==> config.mk <==
export PLATFORM = sky130hd
export DESIGN_NAME = falru_ctrl
export DESIGN_NICKNAME = d
export VERILOG_FILES = /design/src/design/falru_pkg.sv /design/src/design/falru_ctrl.sv
export SDC_FILE = /design/constraint.sdc
export NUM_CORES = 1
export LEC_CHECK = 0
export BUFFER_PORTS_ARGS = -buffer_cell sky130_fd_sc_hd__buf_2
export CORE_AREA = 2 2 39 41
export DETAILED_ROUTE_END_ITERATION = 8
export DIE_AREA = 0 0 41 43
export SYNTH_ARGS = -nofsm -noshare
export SYNTH_HDL_FRONTEND = slang
export SYNTH_SLANG_ARGS = --single-unit
==> constraint.sdc <==
create_clock -name clk -period 4.3 [get_ports clk]
set_clock_uncertainty 0.15 [all_clocks]
set_input_delay 0.43 -clock clk [delete_from_list [all_inputs] [get_ports clk]]
set_output_delay 0.43 -clock clk [all_outputs]
set_load 0.01 [all_outputs]
==> src/design/falru_pkg.sv <==
// ----------------------------------------------------------------------------
// falru_pkg
// Shared types and sizes of the fully associative LRU tag engine.
// ----------------------------------------------------------------------------
`default_nettype none

package falru_pkg;

  localparam int ENTRIES     = 128;
  localparam int OFFSET_BITS = 4;
  localparam int TAG_BITS    = 12;
  localparam int ADDR_W      = 16;
  localparam int WAY_W       = $clog2(ENTRIES);
  localparam int IDX_W       = $clog2(ENTRIES + 1);
  localparam int CMP_W       = 8;
  localparam int AGE_W       = 32;
  localparam int CNT_W       = 32;

  typedef struct packed {
    logic              kind;
    logic [ADDR_W-1:0] address;
  } falru_in_t;

  typedef struct packed {
    logic                hit;
    logic [WAY_W-1:0]    way;
    logic                replaced;
    logic [TAG_BITS-1:0] victim_tag;
    logic [CMP_W-1:0]    compares;
    logic [CNT_W-1:0]    hit_total;
    logic [CNT_W-1:0]    miss_total;
    logic [CNT_W-1:0]    compare_total;
  } falru_out_t;

  // Commands from the controller to the datapath.
  typedef struct packed {
    logic load;
    logic flush;
    logic scan;
    logic decide;
    logic update;
    logic emit;
  } falru_cmd_t;

  // Status from the datapath to the controller.
  typedef struct packed {
    logic pass_done;
  } falru_status_t;

endpackage

`default_nettype wire

==> src/design/falru_ctrl.sv <==
// ----------------------------------------------------------------------------
// falru_ctrl
// Sequencer: lookup scan pass, decision, age update pass, result; or a flush.
// ----------------------------------------------------------------------------
`default_nettype none

module falru_ctrl import falru_pkg::*; (
  input  logic          clk,
  input  logic          rst,
  input  logic          start,
  input  logic          kind,
  input  falru_status_t status,
  output falru_cmd_t    cmd,
  output logic          busy
);

  typedef enum logic [3:0] {
    ST_IDLE   = 4'b0001,
    ST_SCAN   = 4'b0010,
    ST_UPDATE = 4'b0100,
    ST_FINISH = 4'b1000
  } state_t;

  state_t state;
  state_t state_next;

  always_ff @(posedge clk) begin
    if (rst) begin
      state <= ST_IDLE;
    end else begin
      state <= state_next;
    end
  end

  always_comb begin
    state_next = state;
    cmd        = '0;
    unique case (state)
      ST_IDLE: begin
        if (start) begin
          cmd.load = 1'b1;
          if (kind) begin
            cmd.flush  = 1'b1;
            state_next = ST_FINISH;
          end else begin
            state_next = ST_SCAN;
          end
        end
      end
      ST_SCAN: begin
        if (status.pass_done) begin
          cmd.decide = 1'b1;
          state_next = ST_UPDATE;
        end else begin
          cmd.scan = 1'b1;
        end
      end
      ST_UPDATE: begin
        if (status.pass_done) begin
          state_next = ST_FINISH;
        end else begin
          cmd.update = 1'b1;
        end
      end
      ST_FINISH: begin
        cmd.emit   = 1'b1;
        state_next = ST_IDLE;
      end
      default: begin
        state_next = ST_IDLE;
      end
    endcase
  end

  assign busy = (state != ST_IDLE);

endmodule

`default_nettype wire

==> results of run 1 <==
-- cell usage in the layout, fill, tap and decap left out, drive strengths merged --
cell	n
nor3	1
nand4b	1
inv	2
o32ai	1
dfxtp	4
or3b	2
xor2	1
nand3b	2
nor4	1
and4bb	1
clkbuf	3
a21boi	1
a2111oi	1
and3	1
buf	11
nor2	3
or4b	1
nor4b	2
a22oi	1
and2	2
-- kinds of logic after synthesis --
group	Yosys count	synth area share, %
compound gates	4	14.4
simple gates	17	45.3
flops	4	28.7
buf+inv	4	8.52
xor+xnor	1	3.14
-- through the flow --
step	instance area (um2)	setup WS, ps	cells	util, %	hold slack (ps)
after global placement	338	2560	55	24.4	425
after detailed placement	338	2540	55	24.4	430
after CTS	360	2270	58	26.0	294
final	360	2270	58	26.0	296
after global routing	360	2110	58	26.0	332
after floorplan	279	2610	30	-	358
-- final cells by class --
| cell class | instances | area [um2] | area share (%) |
|---|---|---|---|
| Clock buffer | 3 | 22.5 | 6.25 |
| Inverter | 2 | 7.51 | 2.08 |
| Multi-Input combinational cell | 22 | 175 | 48.6 |
| Sequential cell | 4 | 80.1 | 22.2 |
| Tap cell | 16 | 20.0 | 5.56 |
| Timing Repair Buffer | 11 | 55.1 | 15.3 |
-- final timing paths --
check / startpoint / end / slack, ps / cells after the start
setup / recovery: state[1] / cmd[3] / 2270 / 3
hold reg to reg: state[1] / state[2] / 460 / 2
hold / removal: rst / state[3] / 300 / 2
setup reg to reg: state[1] / state[1] / 2880 / 2
-- routing by layer --
layer  share of wire, %  vias to the layer above  GRT usage, %
li1                   -                      141             -
met1                 48                      115          12.9
met2                 40                       24          6.88
met3                 12                        0          3.14
met4                  0                        0          8.00
met5                  0                        -             0
-- worst register-to-register path, stage by stage, from the launching register on --
cell and delay (ps):
dfxtp_1 460, or4b_4 520, o32ai_2 200
-- power by group through the flow --
stage | combinational, mW | sequential (mW) | clock, mW
after floorplan | 0.0115 | 0.0410 | 0
after global placement | 0.0178 | 0.0425 | 0
after detailed placement | 0.0175 | 0.0427 | 0
after CTS | 0.0178 | 0.0420 | 0.0501
after global routing | 0.0197 | 0.0425 | 0.0525
final | 0.0176 | 0.0423 | 0.0483
==> impl_metrics.csv, run 1 <==
group,metric,value,unit
detailed_routing,dr.first_iter.drc_count,7,
cts,post_cts_resized,0,
critical_path,critPathLaunchType,"flop",
detailed_routing,drcViolationCount,0,
power_and_ir_drop,vdd_ir_drop_max,99.3,uV
cts,post_cts_buffers,0,
detailed_routing,wl,650,um
timing,fin_tns_setup,0,ps
yosys,synth-edff-count,0,
critical_path,crit_family,"simple AND/OR/NAND/NOR gates",
power_and_ir_drop,pwr-share-clk,44.7,%
critical_path,slowest_stage,"or4b_4",
final_layout,synthToLayoutAreaGrowth,29.1,%
yosys,synthTopCellsByArea,"dfxtp_1 (29%), nor4b_1 (6.3%), o32ai_2 (5.8%), nand3b_1 (5.4%), or4b_4 (4.9%)",
critical_path,cp.arrival,1450,ps
power_and_ir_drop,finalPower,0.108,mW
critical_path,crit_fanout,9,
timing,period_share,47.3,%
power_and_ir_drop,swShare,26.8,%
detailed_routing,vias,280,
floorplanning,rows,14,
timing,drv_slew,0,
yosys,avgSynthCellArea,9.30,um2
power_and_ir_drop,leakage,0.161,nW
yosys,synth_area,279,um2
floorplanning,die-area,0.00176,mm2
yosys,synthCells,30,
final_layout,largest_reg_flops,4,
cts,cts_hold_buf,0,
power_and_ir_drop,p_sw,0.0290,mW
cts,cts.path.max_buffers,2,
final_layout,top_register,"state",
cts,cts_htree_levels,1,
placed_design,gp_congestion,0.748,
yosys,ys_seq_area_share,28.7,%
yosys,syn-num-nets,35,
final_layout,reg.largest.list,"state (4)",
timing,tightest_slew,423,ps
detailed_routing,first_pass_iters,4,
yosys,synth_cell_types,21,
yosys,synthArstFlopShare,0,%
global_route,grt_pass1_vias,208,
placed_design,io_buffers,11,
yosys,synth.most_common_cell,"dfxtp_1",
final_layout,num_antenna_cells,0,
placed_design,place_hpwl,420,um
floorplanning,boundaryPins,12,
global_route,grt_max_degree,11,
floorplanning,initial_core_util,20.2,%
critical_path,crit_buf_inv,1,
yosys,ys_ff_latch,4,
final_layout,drive_gt1_share,42.9,%
hold_path,min_path_type,"in2reg",
yosys,synth_common_cells,"dfxtp_1 (4), nor2_1 (3)",
cts,cts_sinks,4,
timing,setup_viol,0,
timing,finalHoldViolations,0,
critical_path,critPathRequiredTime,3720,ps
global_route,grt-ovfl-total,0,
detailed_routing,final_antenna_net_count,0,
floorplanning,coreArea,0.00138,mm2
timing,finalCriticalPeriod,2030,ps
critical_path,crit_type,"reg2out",
timing,clock.fmax,0.492,GHz
final_layout,fillCellCount,156,
critical_path,worstSetupEndpointType,"output port",
yosys,synthFlopType,"dfxtp_1",
power_and_ir_drop,p_int,0.0792,mW
cts,cts.clk_slew.worst_paths,40,ps
global_route,track_usage,8.03,%
yosys,yosys_warnings,0,
global_route,grt_pass1_wl,917,um
critical_path,cp_cell_sequence,"or4b_4, nor2_1, buf_2",
yosys,yosysTopAreaCellShare,28.7,%
job,timing.max_cap.violations,0,
yosys,synth.largest_area_cell,"dfxtp_1",
floorplanning,die_y,43,um
timing,slew_headroom,71.4,%
floorplanning,die_w,41,um
cts,cts_root_buf,"clkbuf_4",
final_layout,finalNetCount,49,
power_and_ir_drop,seq_power_share,39.1,%
cts,cts_tree,"yes",
power_and_ir_drop,power_frac_comb,16.2,%
power_and_ir_drop,power_density,300,mW/mm2
detailed_routing,routedWlPerCell,11.2,um
detailed_routing,via_per_inst,4.83,
timing,grt_setup_unrepaired,"no",
global_route,antenna_found_initial,0,
critical_path,max_stage_delay,520,ps
run_status,status,"complete, no violations",
cts,clkLatencyLatePin,240,ps
cts,cts_buffers,3,
Power figures use the tool's default switching activity.
==> run 2: changes to the inputs <==
==> constraint.sdc (replaced) <==
create_clock -name clk -period 1.7 [get_ports clk]
set_clock_uncertainty 0.15 [all_clocks]
set_input_delay 0.17 -clock clk [delete_from_list [all_inputs] [get_ports clk]]
set_output_delay 0.17 -clock clk [all_outputs]
set_load 0.01 [all_outputs]
==> impl_metrics.csv, run 2 (synthesized netlist as in run 1, its figures left out) <==
group,metric,value,unit
run_status,status,"complete, no violations",
power_and_ir_drop,finalPower,0.275,mW
cts,cts_htree_levels,1,
floorplanning,rows,14,
timing,drv_slew,0,
placed_design,gp_congestion,0.748,
detailed_routing,final_antenna_net_count,0,
power_and_ir_drop,p_sw,0.0749,mW
final_layout,num_antenna_cells,0,
detailed_routing,dr.first_iter.drc_count,4,
detailed_routing,via_per_inst,4.77,
floorplanning,die_w,41,um
final_layout,final_cell_mix,"buf_2 (11), clkbuf_4 (3)",
critical_path,worstSetupEndpointType,"output port",
final_layout,synthToLayoutAreaGrowth,45.3,%
critical_path,critPathRequiredTime,1380,ps
detailed_routing,wl,676,um
floorplanning,die-area,0.00176,mm2
critical_path,rrSetupSlack,220,ps
final_layout,top_register,"state",
timing,slew_headroom,76.2,%
timing,period_share,99.3,%
power_and_ir_drop,seq_power_share,38.1,%
critical_path,cp_cell_sequence,"or4b_4, nor2_2, buf_2",
final_layout,finalNetCount,52,
final_layout,final_area,405,um2
timing,finalCriticalPeriod,1690,ps
placed_design,placedCellCount,55,
timing,fin_tns_setup,0,ps
global_route,grt-ovfl-total,0,
floorplanning,coreArea,0.00138,mm2
timing,clock.fmax,0.592,GHz
final_layout,final_core_util,29.3,%
detailed_routing,vias,291,
cts,clkLatencyLatePin,230,ps
global_route,use_met1,12.9,%
global_route,busiest_layer,"met1",
cts,cts_hold_buf,0,
final_layout,reg.largest.list,"state (4)",
power_and_ir_drop,power_density,679,mW/mm2
power_and_ir_drop,leakage,0.195,nW
job,timing.max_cap.violations,0,
global_route,use_met2,6.88,%
final_layout,drive_gt1_share,55.6,%
floorplanning,boundaryPins,12,
global_route,grt_pass1_vias,208,
timing,grt_setup_unrepaired,"yes",
placed_design,place_ws,195,ps
critical_path,slowest_stage,"or4b_4",
final_layout,instances_no_fill,61,
detailed_routing,drcViolationCount,0,
power_and_ir_drop,vdd_ir_drop_max,247,uV
timing,fin_ws,11.5,ps
global_route,use_met3,3.14,%
timing,hold-worst-slack,38.2,ps
cts,cts_buffers,3,
detailed_routing,routedWlPerCell,11.1,um
cts,cts.clk_slew.worst_paths,40,ps
cts,cts.path.max_buffers,2,
global_route,grt_pass1_wl,917,um
global_route,grt_max_degree,11,
critical_path,crit_fanout,6,
final_layout,fillCellCount,158,
power_and_ir_drop,power_frac_comb,17.1,%
critical_path,critPathLaunchType,"flop",
power_and_ir_drop,pwr-share-clk,44.7,%
final_layout,layout_commonest_cell,"buf_2",
cts,cts_root_buf,"clkbuf_4",
critical_path,cp.arrival,1370,ps
final_layout,largest_reg_flops,4,
hold_path,min_path_type,"in2reg",
critical_path,max_stage_delay,550,ps
global_route,antenna_found_initial,0,
placed_design,io_buffers,11,
floorplanning,die_y,43,um
global_route,track_usage,8.03,%
timing,tightest_slew,348,ps
cts,cts_tree,"yes",
power_and_ir_drop,p_int,0.201,mW
cts,cts_sinks,4,
detailed_routing,first_pass_iters,4,
critical_path,crit_type,"reg2out",
floorplanning,initial_core_util,20.2,%
placed_design,place_area,338,um2
timing,finalHoldViolations,0,
placed_design,place_hpwl,420,um
power_and_ir_drop,swShare,27.2,%
timing,setup_viol,0,
==> run 2: cell types whose count changed in the layout (fill, tap and decap cells not counted), sizes merged <==
| cell | delta |
|---|---|
| buf | +2 |
| dlymetal6s2s | +1 |
==> run 2: final timing paths <==
check        startpoint  endpoint  depth (start not counted)
min                 rst  state[3]                          2
max reg2reg    state[2]  state[1]                          3
min reg2reg    state[1]  state[3]                          1
max            state[2]    cmd[2]                          3
==> run 2: metal layers <==
metal | vias up | wire (um)
met5 | - | 0
met4 | 0 | 0
met3 | 0 | 47
met2 | 15 | 280
met1 | 130 | 348
li1 | 146 | -
==> run 2: area by class of cell <==
type	count	area [um2]	share of cell area (%)
inverter	2	7.51	1.85
timing repair buffer	14	82.6	20.4
tap	16	20.0	4.94
clock buffer	3	22.5	5.56
sequential	4	88.8	21.9
multi-input combinational	22	184	45.4
==> run 2: power by group through the flow <==
stage	sequential (mW)	clock, mW	combinational, mW
4_1_cts	0.107	0.127	0.0450
2_1_floorplan	0.104	0	0.0290
6_report	0.105	0.123	0.0471
5_1_grt	0.106	0.134	0.0523
3_3_place_gp	0.108	0	0.0449
3_5_place_dp	0.108	0	0.0444
==> run 2: worst max-delay path, delay by kind of cell (launching register included) <==
family / cells / cell delay [ps]
flops: 1 / 350
simple gates: 2 / 660
buf+inv: 1 / 130
==> run 2: timing repair <==
item                                    CTS  global route
pin swaps                                 0             2
resized for setup                         3             4
endpoints found under the setup margin    5             5
setup buffers                             0             3
==> run 3: changes to the inputs <==
--- a/config.mk
+++ b/config.mk
@@ -5,10 +5,11 @@
 export SDC_FILE = /design/constraint.sdc
 export NUM_CORES = 1
 export LEC_CHECK = 0
-export BUFFER_PORTS_ARGS = -buffer_cell sky130_fd_sc_hd__buf_2
 export CORE_AREA = 2 2 39 41
 export DETAILED_ROUTE_END_ITERATION = 8
 export DIE_AREA = 0 0 41 43
+export DONT_BUFFER_PORTS = 1
+export SKIP_LAST_GASP = 1
 export SYNTH_ARGS = -nofsm -noshare
 export SYNTH_HDL_FRONTEND = slang
 export SYNTH_SLANG_ARGS = --single-unit
==> impl_metrics.csv, run 3 (synthesized netlist as in run 1, its figures left out) <==
group,metric,value,unit
detailed_routing,dr.first_iter.drc_count,6,
global_route,grt_max_degree,11,
power_and_ir_drop,leakage,0.135,nW
final_layout,largest_reg_flops,4,
floorplanning,rows,14,
final_layout,reg.largest.list,"state (4)",
power_and_ir_drop,power_frac_comb,15.6,%
power_and_ir_drop,pwr-share-clk,45.6,%
final_layout,num_antenna_cells,0,
global_route,grt-ovfl-total,0,
detailed_routing,routedWlPerCell,12.3,um
cts,cts_buffers,3,
power_and_ir_drop,p_sw,0.0727,mW
timing,finalCriticalPeriod,1650,ps
cts,clkLatencyLatePin,240,ps
hold_path,min_path_type,"in2reg",
global_route,grt_pass1_vias,252,
job,timing.max_cap.violations,0,
power_and_ir_drop,seq_power_share,38.8,%
timing,period_share,96.8,%
timing,setup_viol,0,
timing,clock.fmax,0.608,GHz
cts,cts_sinks,4,
timing,grt_setup_unrepaired,"yes",
final_layout,instances_no_fill,52,
timing,finalHoldViolations,0,
detailed_routing,wl,638,um
floorplanning,boundaryPins,12,
floorplanning,die_w,41,um
floorplanning,die_y,43,um
final_layout,top_register,"state",
power_and_ir_drop,finalPower,0.272,mW
floorplanning,coreArea,0.00138,mm2
floorplanning,initial_core_util,20.2,%
cts,cts_root_buf,"clkbuf_4",
cts,cts.path.max_buffers,2,
final_layout,synthToLayoutAreaGrowth,35.9,%
critical_path,cp.arrival,1330,ps
global_route,grt_pass1_wl,1.04,mm
detailed_routing,first_pass_iters,4,
detailed_routing,via_per_inst,5.04,
cts,cts.clk_slew.worst_paths,40,ps
final_layout,final_cell_mix,"dlygate4sd3_1 (4), clkbuf_4 (3)",
placed_design,placedCellCount,45,
power_and_ir_drop,vdd_ir_drop_max,292,uV
global_route,track_usage,9.42,%
final_layout,finalNetCount,43,
critical_path,critPathLaunchType,"flop",
timing,tightest_slew,333,ps
cts,cts_htree_levels,1,
critical_path,critPathRequiredTime,1380,ps
final_layout,final_core_util,27.4,%
placed_design,place_hpwl,433,um
timing,drv_slew,0,
placed_design,io_buffers,0,
critical_path,crit_fanout,10,
floorplanning,die-area,0.00176,mm2
cts,cts_tree,"yes",
critical_path,worstSetupEndpointType,"output port",
critical_path,crit_type,"reg2out",
cts,post_cts_buffers,0,
run_status,status,"complete, no violations",
power_and_ir_drop,p_int,0.199,mW
detailed_routing,final_antenna_net_count,0,
global_route,antenna_found_initial,0,
power_and_ir_drop,swShare,26.8,%
placed_design,gp_congestion,0.670,
final_layout,drive_gt1_share,36.1,%
power_and_ir_drop,power_density,717,mW/mm2
detailed_routing,drcViolationCount,0,
timing,slew_headroom,77.3,%
final_layout,layout_commonest_cell,"dlygate4sd3_1",
timing,hold-worst-slack,63.1,ps
detailed_routing,vias,262,
==> run 3: worst paths after layout <==
path / end / start / depth (start not counted) / slack [ps]
worst max-delay path: cmd[2] / state[2] / 2 / 50
worst min-delay path: state[1] / start / 2 / 60
worst max register to register: state[1] / state[2] / 2 / 300
worst min register to register: state[2] / state[1] / 2 / 390
==> run 3: critical path: stages, from the launching register on <==
cell	delay, ps
dfxtp_4	370
or4b_4	590
nor2_4	130
==> run 3: final cells by class <==
class	count	area, um2
Fill cell	149	1000
Sequential cell	4	85.1
Multi-Input combinational cell	22	196
Timing Repair Buffer	5	47.5
Clock buffer	3	22.5
Tap cell	16	20.0
Inverter	2	7.51
==> run 3: metrics by stage <==
stage | cell area [um2] | setup TNS, ps | worst slack, ps
2_1_floorplan | 279 | 0 | 270
3_3_place_gp | 290 | 0 | 238
3_5_place_dp | 290 | 0 | 199
4_1_cts | 354 | -77.4 | -28.1
5_1_grt | 379 | -1.14 | -1.14
6_report | 379 | 0 | 54.0
==> run 3: power by group through the flow <==
stage	clock [mW]	combinational [mW]	sequential, mW
after floorplan	0	0.0290	0.104
after global placement	0	0.0301	0.107
after detailed placement	0	0.0297	0.108
after CTS	0.129	0.0400	0.106
after global routing	0.139	0.0453	0.107
final	0.124	0.0423	0.105
==> run 3: timing repair <==
| item | CTS | global route |
|---|---|---|
| pin swaps | 0 | 1 |
| gates cloned | 0 | 0 |
| setup endpoints to repair | 3 | 5 |
| resized for setup | 1 | 7 |
| hold buffers | 4 | 0 |
| endpoints found under the hold margin | 4 | 0 |
==> run 3: layer usage <==
layer,share of wire (%),track usage [%],vias to the layer above
li1,-,-,129
met1,51,12.5,117
met2,39,9.69,14
met3,8.5,6.28,2
met4,1.6,8.00,0
met5,0,0,-
